===== src/sv/assert_macros.svh =====
// Assertion helpers shared by the allocator modules.
// Both expect a signal named clk in the calling scope; SAD_ASSERT also expects rst_n.
`ifndef ASSERT_MACROS_SVH
`define ASSERT_MACROS_SVH

// Check a property on every rising edge outside reset.
`define SAD_ASSERT(lbl, prop, msg) \
    lbl: assert property (@(posedge clk) disable iff (!rst_n) (prop)) else $error(msg);

// Check a property on every rising edge, reset included.
`define SAD_ASSERT_ALWAYS(lbl, prop, msg) \
    lbl: assert property (@(posedge clk) (prop)) else $error(msg);

`endif


===== src/sv/sad_pkg.sv =====
`default_nettype none
// ----------------------------------------------------------------------------
// sad_pkg
// Shared constants, codes, types and the padding function of the stack
// allocator.
// ----------------------------------------------------------------------------
package sad_pkg;

    localparam int MAX_BLOCKS   = 16;
    localparam int HEADER_BYTES = 4;
    localparam int IDX_W        = $clog2(MAX_BLOCKS);
    localparam int CNT_W        = $clog2(MAX_BLOCKS + 1);
    localparam int ADDR_W       = 32;
    localparam int USED_W       = 25;
    localparam int SIZE_W       = 24;
    localparam int PAD_W        = 9;
    localparam int REL_W        = 5;
    localparam int CFG_IDX_W    = 8;

    localparam logic [CFG_IDX_W-1:0] CFG_POOL_BASE  = CFG_IDX_W'(0);
    localparam logic [CFG_IDX_W-1:0] CFG_POOL_BYTES = CFG_IDX_W'(1);

    typedef enum logic [2:0] {
        ST_OK         = 3'd0,
        ST_NO_SPACE   = 3'd1,
        ST_ZERO_SIZE  = 3'd2,
        ST_UNKNOWN    = 3'd3,
        ST_TABLE_FULL = 3'd4,
        ST_NULL       = 3'd5
    } status_t;

    typedef enum logic [2:0] {
        S_IDLE,
        S_PAD,
        S_CHECK,
        S_FSTART,
        S_RD,
        S_CMP,
        S_POP_RD,
        S_POP
    } state_t;

    typedef struct packed {
        logic    accept;
        logic    ld_pad;
        logic    commit;
        logic    scan_init;
        logic    scan_dec;
        logic    set_defer;
        logic    rd_top;
        logic    pop;
        logic    set_status;
        status_t status;
    } sad_cmd_t;

    typedef struct packed {
        logic opcode;
        logic addr_null;
        logic top_zero;
        logic size_zero;
        logic fits;
        logic full;
        logic match;
        logic match_deferred;
        logic idx_is_top;
        logic idx_zero;
        logic more_pop;
    } sad_sts_t;

    function automatic logic [PAD_W-1:0] pad_bytes(input logic [6:0] low,
                                                   input logic [2:0] lg);
        logic [7:0]       a;
        logic [7:0]       m;
        logic [PAD_W-1:0] adj;
        logic [PAD_W-1:0] need;
        a    = 8'd1 << lg;
        m    = a - 8'd1;
        adj  = PAD_W'((a - {1'b0, low}) & m);
        need = '0;
        if (adj < PAD_W'(HEADER_BYTES))
        begin
            need = PAD_W'(HEADER_BYTES) - adj;
            adj  = adj + (((need + PAD_W'(m)) >> lg) << lg);
        end
        return adj;
    endfunction

endpackage
`default_nettype wire


===== src/sv/sad_ram.sv =====
`default_nettype none
// ----------------------------------------------------------------------------
// sad_ram
// Generic single-write, single-read RAM with registered read data.
// ----------------------------------------------------------------------------
module sad_ram #(
    parameter int WIDTH = 32,
    parameter int DEPTH = 16
) (
    input  wire logic                     clk,
    input  wire logic                     we,
    input  wire logic [$clog2(DEPTH)-1:0] waddr,
    input  wire logic [WIDTH-1:0]         wdata,
    input  wire logic [$clog2(DEPTH)-1:0] raddr,
    output logic      [WIDTH-1:0]         rdata
);

    logic [WIDTH-1:0] mem [DEPTH];

    always_ff @(posedge clk)
    begin
        if (we)
        begin
            mem[waddr] <= wdata;
        end
        rdata <= mem[raddr];
    end

endmodule
`default_nettype wire


===== src/sv/sad_ctrl.sv =====
`default_nettype none
`include "assert_macros.svh"
// ----------------------------------------------------------------------------
// sad_ctrl
// Sequencer: steps allocate, search and pop cascade, and owns the handshakes.
// ----------------------------------------------------------------------------
module sad_ctrl (
    input  wire logic             clk,
    input  wire logic             rst_n,
    input  wire logic             in_valid,
    output logic                  in_ready,
    output logic                  out_valid,
    input  wire logic             out_ready,
    input  wire sad_pkg::sad_sts_t sts,
    output sad_pkg::sad_cmd_t     cmd
);

    sad_pkg::state_t state_reg;
    sad_pkg::state_t state_next;
    logic            out_valid_reg;
    logic            out_valid_next;

    always_ff @(posedge clk or negedge rst_n)
    begin
        if (!rst_n)
        begin
            state_reg     <= sad_pkg::S_IDLE;
            out_valid_reg <= 1'b0;
        end
        else
        begin
            state_reg     <= state_next;
            out_valid_reg <= out_valid_next;
        end
    end

    assign out_valid = out_valid_reg;
    assign in_ready  = (state_reg == sad_pkg::S_IDLE) && !out_valid_reg;

    always_comb
    begin
        state_next     = state_reg;
        out_valid_next = out_valid_reg && !out_ready;
        cmd            = '0;
        cmd.status     = sad_pkg::ST_OK;
        case (state_reg)
            sad_pkg::S_IDLE:
            begin
                if (in_valid && in_ready)
                begin
                    cmd.accept = 1'b1;
                    state_next = sad_pkg::S_FSTART;
                end
            end
            sad_pkg::S_FSTART:
            begin
                if (!sts.opcode)
                begin
                    cmd.ld_pad = 1'b1;
                    state_next = sad_pkg::S_PAD;
                end
                else if (sts.addr_null)
                begin
                    cmd.set_status = 1'b1;
                    cmd.status     = sad_pkg::ST_NULL;
                    out_valid_next = 1'b1;
                    state_next     = sad_pkg::S_IDLE;
                end
                else if (sts.top_zero)
                begin
                    cmd.set_status = 1'b1;
                    cmd.status     = sad_pkg::ST_UNKNOWN;
                    out_valid_next = 1'b1;
                    state_next     = sad_pkg::S_IDLE;
                end
                else
                begin
                    cmd.scan_init = 1'b1;
                    state_next    = sad_pkg::S_RD;
                end
            end
            sad_pkg::S_PAD:
            begin
                state_next = sad_pkg::S_CHECK;
            end
            sad_pkg::S_CHECK:
            begin
                out_valid_next = 1'b1;
                state_next     = sad_pkg::S_IDLE;
                cmd.set_status = 1'b1;
                if (sts.size_zero)
                begin
                    cmd.status = sad_pkg::ST_ZERO_SIZE;
                end
                else if (!sts.fits)
                begin
                    cmd.status = sad_pkg::ST_NO_SPACE;
                end
                else if (sts.full)
                begin
                    cmd.status = sad_pkg::ST_TABLE_FULL;
                end
                else
                begin
                    cmd.commit = 1'b1;
                end
            end
            sad_pkg::S_RD:
            begin
                state_next = sad_pkg::S_CMP;
            end
            sad_pkg::S_CMP:
            begin
                if (sts.match)
                begin
                    if (sts.match_deferred)
                    begin
                        cmd.set_status = 1'b1;
                        cmd.status     = sad_pkg::ST_UNKNOWN;
                        out_valid_next = 1'b1;
                        state_next     = sad_pkg::S_IDLE;
                    end
                    else if (sts.idx_is_top)
                    begin
                        cmd.rd_top = 1'b1;
                        state_next = sad_pkg::S_POP_RD;
                    end
                    else
                    begin
                        cmd.set_defer  = 1'b1;
                        out_valid_next = 1'b1;
                        state_next     = sad_pkg::S_IDLE;
                    end
                end
                else if (sts.idx_zero)
                begin
                    cmd.set_status = 1'b1;
                    cmd.status     = sad_pkg::ST_UNKNOWN;
                    out_valid_next = 1'b1;
                    state_next     = sad_pkg::S_IDLE;
                end
                else
                begin
                    cmd.scan_dec = 1'b1;
                    state_next   = sad_pkg::S_RD;
                end
            end
            sad_pkg::S_POP_RD:
            begin
                cmd.rd_top = 1'b1;
                state_next = sad_pkg::S_POP;
            end
            sad_pkg::S_POP:
            begin
                cmd.pop = 1'b1;
                if (sts.more_pop)
                begin
                    state_next = sad_pkg::S_POP_RD;
                end
                else
                begin
                    out_valid_next = 1'b1;
                    state_next     = sad_pkg::S_IDLE;
                end
            end
            default:
            begin
                state_next = sad_pkg::S_IDLE;
            end
        endcase
    end

    `SAD_ASSERT_ALWAYS(a_ready_excl, !(in_ready && out_valid), "accept while result held")
    `SAD_ASSERT(a_busy_after_accept, cmd.accept |=> !in_ready && !out_valid,
                "second transfer taken during work")
    `SAD_ASSERT(a_out_hold, out_valid && !out_ready |=> out_valid, "result dropped")

endmodule
`default_nettype wire


===== src/sv/sad_dp.sv =====
`default_nettype none
`include "assert_macros.svh"
// ----------------------------------------------------------------------------
// sad_dp
// Datapath: configuration, pool counters, issued-block stores, deferred flags
// and the result registers.
// ----------------------------------------------------------------------------
module sad_dp (
    input  wire logic                              clk,
    input  wire logic                              rst_n,
    input  wire logic                              cfg_valid,
    input  wire logic [sad_pkg::CFG_IDX_W-1:0]     cfg_index,
    input  wire logic [31:0]                       cfg_data,
    input  wire logic                              opcode,
    input  wire logic [sad_pkg::SIZE_W-1:0]        alloc_size,
    input  wire logic [2:0]                        align_log2,
    input  wire logic [sad_pkg::ADDR_W-1:0]        free_address,
    input  wire sad_pkg::sad_cmd_t                 cmd,
    output sad_pkg::sad_sts_t                      sts,
    output logic      [sad_pkg::ADDR_W-1:0]        address,
    output logic      [2:0]                        status,
    output logic      [sad_pkg::REL_W-1:0]         released_count,
    output logic      [sad_pkg::USED_W-1:0]        used_bytes
);

    localparam int IW = sad_pkg::IDX_W;
    localparam int CW = sad_pkg::CNT_W;

    logic [31:0]                    base_reg;
    logic [sad_pkg::USED_W-1:0]     bytes_reg;
    logic [CW-1:0]                  top_reg;
    logic [sad_pkg::USED_W-1:0]     used_reg;
    logic [sad_pkg::MAX_BLOCKS-1:0] defer_reg;
    logic [IW-1:0]                  idx_reg;
    logic                           op_reg;
    logic [sad_pkg::SIZE_W-1:0]     size_reg;
    logic [2:0]                     lg_reg;
    logic [sad_pkg::ADDR_W-1:0]     faddr_reg;
    logic [31:0]                    bu_reg;
    logic [sad_pkg::PAD_W-1:0]      adj_reg;
    logic [sad_pkg::ADDR_W-1:0]     addr_reg;
    sad_pkg::status_t               status_reg;
    logic [sad_pkg::REL_W-1:0]      rel_reg;

    logic [CW-1:0]                  top_m1;
    logic [CW-1:0]                  top_m2;
    logic [31:0]                    bu_next;
    logic [sad_pkg::USED_W:0]       need;
    logic [31:0]                    new_addr;
    logic [IW-1:0]                  raddr;
    logic [31:0]                    stack_rdata;
    logic [sad_pkg::USED_W-1:0]     mark_rdata;

    assign top_m1   = top_reg - CW'(1);
    assign top_m2   = top_reg - CW'(2);
    assign bu_next  = base_reg + 32'(used_reg);
    assign need     = (sad_pkg::USED_W+1)'(used_reg) + (sad_pkg::USED_W+1)'(size_reg)
                    + (sad_pkg::USED_W+1)'(adj_reg);
    assign new_addr = bu_reg + 32'(adj_reg);
    assign raddr    = cmd.rd_top ? top_m1[IW-1:0] : idx_reg;

    sad_ram #(.WIDTH(32), .DEPTH(sad_pkg::MAX_BLOCKS)) u_stack (
        .clk   (clk),
        .we    (cmd.commit),
        .waddr (top_reg[IW-1:0]),
        .wdata (new_addr),
        .raddr (raddr),
        .rdata (stack_rdata)
    );

    sad_ram #(.WIDTH(sad_pkg::USED_W), .DEPTH(sad_pkg::MAX_BLOCKS)) u_mark (
        .clk   (clk),
        .we    (cmd.commit),
        .waddr (top_reg[IW-1:0]),
        .wdata (used_reg),
        .raddr (raddr),
        .rdata (mark_rdata)
    );

    always_ff @(posedge clk or negedge rst_n)
    begin
        if (!rst_n)
        begin
            base_reg   <= '0;
            bytes_reg  <= '0;
            top_reg    <= '0;
            used_reg   <= '0;
            defer_reg  <= '0;
            status_reg <= sad_pkg::ST_OK;
            rel_reg    <= '0;
            addr_reg   <= '0;
        end
        else
        begin
            if (cfg_valid)
            begin
                if (cfg_index == sad_pkg::CFG_POOL_BASE)
                begin
                    base_reg <= cfg_data;
                end
                else if (cfg_index == sad_pkg::CFG_POOL_BYTES)
                begin
                    bytes_reg <= cfg_data[sad_pkg::USED_W-1:0];
                end
            end
            if (cmd.accept)
            begin
                status_reg <= sad_pkg::ST_OK;
                rel_reg    <= '0;
                addr_reg   <= '0;
            end
            if (cmd.set_status)
            begin
                status_reg <= cmd.status;
            end
            if (cmd.commit)
            begin
                addr_reg                     <= new_addr;
                defer_reg[top_reg[IW-1:0]]   <= 1'b0;
                top_reg                      <= top_reg + CW'(1);
                used_reg                     <= need[sad_pkg::USED_W-1:0];
            end
            if (cmd.set_defer)
            begin
                defer_reg[idx_reg] <= 1'b1;
            end
            if (cmd.pop)
            begin
                top_reg                    <= top_m1;
                used_reg                   <= mark_rdata;
                defer_reg[top_m1[IW-1:0]]  <= 1'b0;
                if (rel_reg != '1)
                begin
                    rel_reg <= rel_reg + sad_pkg::REL_W'(1);
                end
            end
        end
    end

    always_ff @(posedge clk)
    begin
        if (cmd.accept)
        begin
            op_reg    <= opcode;
            size_reg  <= alloc_size;
            lg_reg    <= align_log2;
            faddr_reg <= free_address;
        end
        if (cmd.ld_pad)
        begin
            bu_reg  <= bu_next;
            adj_reg <= sad_pkg::pad_bytes(bu_next[6:0], lg_reg);
        end
        if (cmd.scan_init)
        begin
            idx_reg <= top_m1[IW-1:0];
        end
        else if (cmd.scan_dec)
        begin
            idx_reg <= idx_reg - IW'(1);
        end
    end

    always_comb
    begin
        sts                = '0;
        sts.opcode         = op_reg;
        sts.addr_null      = (faddr_reg == '0);
        sts.top_zero       = (top_reg == '0);
        sts.size_zero      = (size_reg == '0);
        sts.fits           = (need <= (sad_pkg::USED_W+1)'(bytes_reg));
        sts.full           = (top_reg == CW'(sad_pkg::MAX_BLOCKS));
        sts.match          = (stack_rdata == faddr_reg);
        sts.match_deferred = defer_reg[idx_reg];
        sts.idx_is_top     = (idx_reg == top_m1[IW-1:0]);
        sts.idx_zero       = (idx_reg == '0);
        sts.more_pop       = (top_reg > CW'(1)) && defer_reg[top_m2[IW-1:0]];
    end

    assign address        = addr_reg;
    assign status         = status_reg;
    assign released_count = rel_reg;
    assign used_bytes     = used_reg;

    `SAD_ASSERT(a_top_range, top_reg <= CW'(sad_pkg::MAX_BLOCKS), "stack depth overrun")
    `SAD_ASSERT(a_pop_nonempty, cmd.pop |-> top_reg != '0, "pop of empty stack")
    `SAD_ASSERT(a_defer_not_top, cmd.set_defer |-> idx_reg != top_m1[IW-1:0],
                "top block marked deferred")

endmodule
`default_nettype wire


===== src/sv/stack_allocator_deferred_free_core.sv =====
`default_nettype none
// ----------------------------------------------------------------------------
// stack_allocator_deferred_free_core
// Stack allocator over one pool with aligned blocks and deferred frees.
// ----------------------------------------------------------------------------
// Usage:
//   cfg channel writes pool_base (index 0) and pool_bytes (index 1); it is
//   always ready and should only be used while the block is idle.
//   in channel takes one request (allocate or free) per transfer; out channel
//   returns one result per request.
//   Allocate: a start step, padding, then the fit check and result.
//   Free: a start step, a read and a compare per stack entry searched from
//   the top, then a read and a pop per block popped in the cascade; the
//   stack RAM read port sets this split into read and compare or pop steps.
//   One request is in flight at a time; in_ready is low until the result has
//   been taken, so a stalled receiver holds the result and blocks input.
//   Reset empties the stack, clears the deferred flags, used count and both
//   registers; the stores need no clearing pass.
// ----------------------------------------------------------------------------
module stack_allocator_deferred_free_core (
    input  wire logic                          clk,
    input  wire logic                          rst_n,
    input  wire logic                          cfg_valid,
    output logic                               cfg_ready,
    input  wire logic [sad_pkg::CFG_IDX_W-1:0] cfg_index,
    input  wire logic [31:0]                   cfg_data,
    input  wire logic                          in_valid,
    output logic                               in_ready,
    input  wire logic                          opcode,
    input  wire logic [23:0]                   alloc_size,
    input  wire logic [2:0]                    align_log2,
    input  wire logic [31:0]                   free_address,
    output logic                               out_valid,
    input  wire logic                          out_ready,
    output logic      [31:0]                   address,
    output logic      [2:0]                    status,
    output logic      [4:0]                    released_count,
    output logic      [24:0]                   used_bytes
);

    sad_pkg::sad_cmd_t cmd;
    sad_pkg::sad_sts_t sts;

    assign cfg_ready = 1'b1;

    sad_ctrl u_ctrl (
        .clk       (clk),
        .rst_n     (rst_n),
        .in_valid  (in_valid),
        .in_ready  (in_ready),
        .out_valid (out_valid),
        .out_ready (out_ready),
        .sts       (sts),
        .cmd       (cmd)
    );

    sad_dp u_dp (
        .clk            (clk),
        .rst_n          (rst_n),
        .cfg_valid      (cfg_valid),
        .cfg_index      (cfg_index),
        .cfg_data       (cfg_data),
        .opcode         (opcode),
        .alloc_size     (alloc_size),
        .align_log2     (align_log2),
        .free_address   (free_address),
        .cmd            (cmd),
        .sts            (sts),
        .address        (address),
        .status         (status),
        .released_count (released_count),
        .used_bytes     (used_bytes)
    );

endmodule
`default_nettype wire


===== config.mk =====
export PLATFORM = sky130hd
export DESIGN_NAME = stack_allocator_deferred_free_core
export DESIGN_NICKNAME = d
export VERILOG_FILES = /design/src/sv/sad_pkg.sv /design/src/sv/sad_ram.sv /design/src/sv/sad_ctrl.sv /design/src/sv/sad_dp.sv /design/src/sv/stack_allocator_deferred_free_core.sv
export VERILOG_INCLUDE_DIRS = /design/src /design/src/sv
export SDC_FILE = /design/constraint.sdc
export NUM_CORES = 2
export LEC_CHECK = 0
export BUFFER_PORTS_ARGS = -buffer_cell sky130_fd_sc_hd__buf_2
export CELL_PAD_IN_SITES_DETAIL_PLACEMENT = 0
export CELL_PAD_IN_SITES_GLOBAL_PLACEMENT = 1
export CORE_AREA = 2 2 281 352
export DETAILED_ROUTE_END_ITERATION = 8
export DIE_AREA = 0 0 283 354
export PLACE_DENSITY_LB_ADDON = 0.1
export SLEW_MARGIN = 15
export SYNTH_ARGS = -nofsm -noshare
export SYNTH_HDL_FRONTEND = slang
export SYNTH_HIERARCHICAL = 1
export SYNTH_SLANG_ARGS = --single-unit

===== constraint.sdc =====
create_clock -name clk -period 8.9 [get_ports clk]
set_input_delay 0.445 -clock clk [delete_from_list [all_inputs] [get_ports clk]]
set_output_delay 0.445 -clock clk [all_outputs]
set_load 0.02 [all_outputs]

==> flow_summary.ini <==
[finish]
fin_cells = 4809
largest_reg_flops = 512
nNetsFinal = 3660
regMostFlops = u_dp/u_stack/mem
fillers = 7020
drive_gt1_frac = 0.244
top_regs = u_dp/u_stack/mem x512, u_dp/u_mark/mem x400
syn_to_final_growth_pct = 15.3

[synthesis]
synth_seq_cells = 1221
ys_types = 87
yosys-top-cells-count = edfxtp_1, mux4_2, nand2_1, dfrtp_1, ha_1
synth_top_area_cell = edfxtp_1
synth.most_common_cell = edfxtp_1
synth_area_leaders = edfxtp_1, mux4_2, dfrtp_1, ha_1, dfxtp_1
ys_async_sr_fraction = 0.120
netlist_instances = 3072
synthFlopType = edfxtp_1
yosysWarnings = 6
synth_area_um2 = 51900
seq_area_frac_synth = 0.681
syn_avg_cell_area_um2 = 16.9
netlist.area_leader.share = 0.588
synth_edf_count = 1017

[pwr]
p_int_w = 0.0125
power_density_nw_per_um2 = 316
combPwrFrac = 0.318
ir_drop_uv = 210
p_leak_nw = 21.4
clockPowerShare = 0.281
p_seq_frac = 0.402
switching_share = 0.337
p_sw_w = 0.00637

[timing]
max_slew_margin = 0.296
fin_crit_sh = 0.860
rsz0062_at_grt = false
fmax_mhz = 131
hold_viol_final = 0
drv_slew = 0
min_period_ns = 7.66
finClkSkew_ns = 0.0633
fin_setup_tns_ns = 0
setup_viol = 0
worst_pin_slew_ns = 1.05

[place]
dp_cells = 4519
io_buffers = 171
place_congestion = 0.901
dp_hpwl_um = 89300

[clock_network]
path_clk_slew_ns = 0.06
postCtsSetupRepairBufs = 0
clk_latency_ns = 0.71
cts_tree = done
cts.sinks = 1221
post_cts_resized = 0
numCtsBuffers = 115
cts_root_buf = clkbuf_16
cts_hold_buf = 73
cts_max_path_buffers = 3
htreeDepth = 3

[outcome]
status = complete, no violations

[global_route]
grt_max_degree = 129
grt_pass1_vias = 30300
grt_pass1_wl_um = 197000
grt_antenna_before_repair = 4
overflow = 0
track_usage = 0.268

[detailed_routing]
wl_per_cell_um = 27.8
routed-via-count = 29300
totalWireLength_um = 134000
drtPass1Iterations = 7
drt_iter0_markers = 2500
drc = 0
routed_via_density = 6.09
final_antenna_net_count = 0

[die]
io_pins = 173
fp-row-count = 128
die_y_um = 354
dieWidth_um = 283
die_area_um2 = 100000
start_util = 0.536
core_um2 = 96900

[critical_path]
cp-start-kind = flip-flop
r2r_end = u_dp/u_mark/mem[12][0]
critPathKind = flip-flop to flip-flop
critPathMaxStageDelay_ns = 0.87
cp.required_ns = 9.24
worstSetupEndpointType = flip-flop
worstRegToRegCells = 23
crit_path_max_fanout = 25
rr_startpoint = u_dp/used_bytes[1]
slowest_stage = dfrtp_1
worstPathArrival_ns = 8.00
rrSetupSlack_ns = 1.24
crit_chain = fa_1, ha_1, fa_1, a21o_1, a21oi_1, a21o_1, o221ai_1, or3_1, a31oi_1, xnor2_1, ha_1, nand4_1, nor2_1, nand2_1, nor4_1, a21oi_1, a22oi_1, nand2_1, nor2_4, buf_4, nand3_1, nor3_2, buf_4

[hold_path]
worst_hold_startpoint = cfg_data[5]
worstHoldEndpoint = u_dp/base_reg[5]
hold_path_class = input pin to flip-flop
min_path_cells = 2

[flow_run]
maxCapViolCount = 0
power by group through the flow:
stage               Sequential [W]  Clock [W]  Combinational (W)
floorplan                  0.00781          0            0.00370
global placement           0.00769          0            0.00587
detailed placement         0.00771          0            0.00596
CTS                        0.00760    0.00540            0.00602
global route               0.00764    0.00563            0.00656
finish                     0.00760    0.00531            0.00601
area by class of cell:
type	instances	area (um^2)	share of cell area
antenna	1	2.50	0.0000418
tap	1300	1630	0.0272
inverter	83	312	0.00520
clock inverter	80	1130	0.0189
timing repair buffer	354	2470	0.0412
sequential	1221	35400	0.590
clock buffer	136	3020	0.0504
multi-input combinational	1634	16000	0.267
per-stage QoR:
| stage | util | power (W) | hold slack [ns] | instance area [um^2] | setup WS [ns] |
|---|---|---|---|---|---|
| floorplan | - | 0.0115 | 0.149 | 51900 | 0.848 |
| global placement | 0.567 | 0.0136 | 0.434 | 54900 | 1.35 |
| detailed placement | 0.567 | 0.0137 | 0.438 | 54900 | 1.17 |
| CTS | 0.617 | 0.0190 | 0.0110 | 59800 | 1.20 |
| global route | 0.618 | 0.0198 | 0.0232 | 59900 | 0.752 |
| finish | 0.618 | 0.0189 | 0.0497 | 59900 | 1.24 |
critical path, delay by kind of cell, from the launching register on:
kind	cells	cell delay, ns
AND/OR/NAND/NOR	9	2.18
buffers and inverters	2	0.89
flip-flops	1	0.87
adder cells (fa/ha/maj)	4	1.49
XOR/XNOR	1	0.12
AO/OA/AOI/OAI	7	1.75
metal layers:
metal / routed length [um] / up-vias / global-route usage / share of wire
met4: 4230 / 4 / 0.0898 / 0.032
met3: 7350 / 209 / 0.0380 / 0.055
met5: 27 / - / 0 / 0.00020
li1: - / 12900 / - / -
met2: 70300 / 997 / 0.478 / 0.53
met1: 51800 / 15200 / 0.336 / 0.39
cell families (layout without fill, tap and decap cells):
kind of cell | after synthesis | in the layout | share of synthesized area
AO/OA/AOI/OAI | 479 | 479 | 0.0653
XOR/XNOR | 136 | 136 | 0.0229
adder cells (fa/ha/maj) | 146 | 146 | 0.0373
buffers and inverters | 219 | 653 | 0.0188
flip-flops | 1221 | 1221 | 0.681
multiplexers | 331 | 331 | 0.123
other | 3 | 6 | 0.000217
AND/OR/NAND/NOR | 537 | 537 | 0.0516
how the worst max path moves through the flow:
| stage | start | end | slack [ns] | cells past startpoint |
|---|---|---|---|---|
| 6_report | u_dp/used_bytes[1] | u_dp/u_mark/mem[12][0] | 1.24 | 23 |
| 5_1_grt | u_dp/used_bytes[1] | u_dp/u_mark/mem[12][3] | 0.75 | 23 |
| 4_1_cts | u_dp/used_bytes[1] | u_dp/u_mark/mem[12][6] | 1.20 | 23 |
| 3_5_place_dp | u_dp/used_bytes[1] | u_dp/u_mark/mem[12][23] | 1.17 | 23 |
| 3_3_place_gp | u_dp/used_bytes[1] | u_dp/u_mark/mem[12][16] | 1.35 | 23 |
| 2_1_floorplan | u_ctrl/state_reg[1] | u_dp/address[16] | 0.85 | 5 |
layout by cell type, fill, tap and decap left out, drive strengths merged, types with 38 or more instances in the layout:
cell,instances
o21ai,77
clkbuf,136
nand2,162
a21oi,77
nor3,38
nand3,41
dlygate4sd3,73
edfxtp,1017
xnor2,79
dfxtp,57
nor2,112
mux4,239
a22oi,129
xor2,57
inv,88
buf,281
dfrtp,147
mux2,61
ha,131
Power figures use the tool's default switching activity.
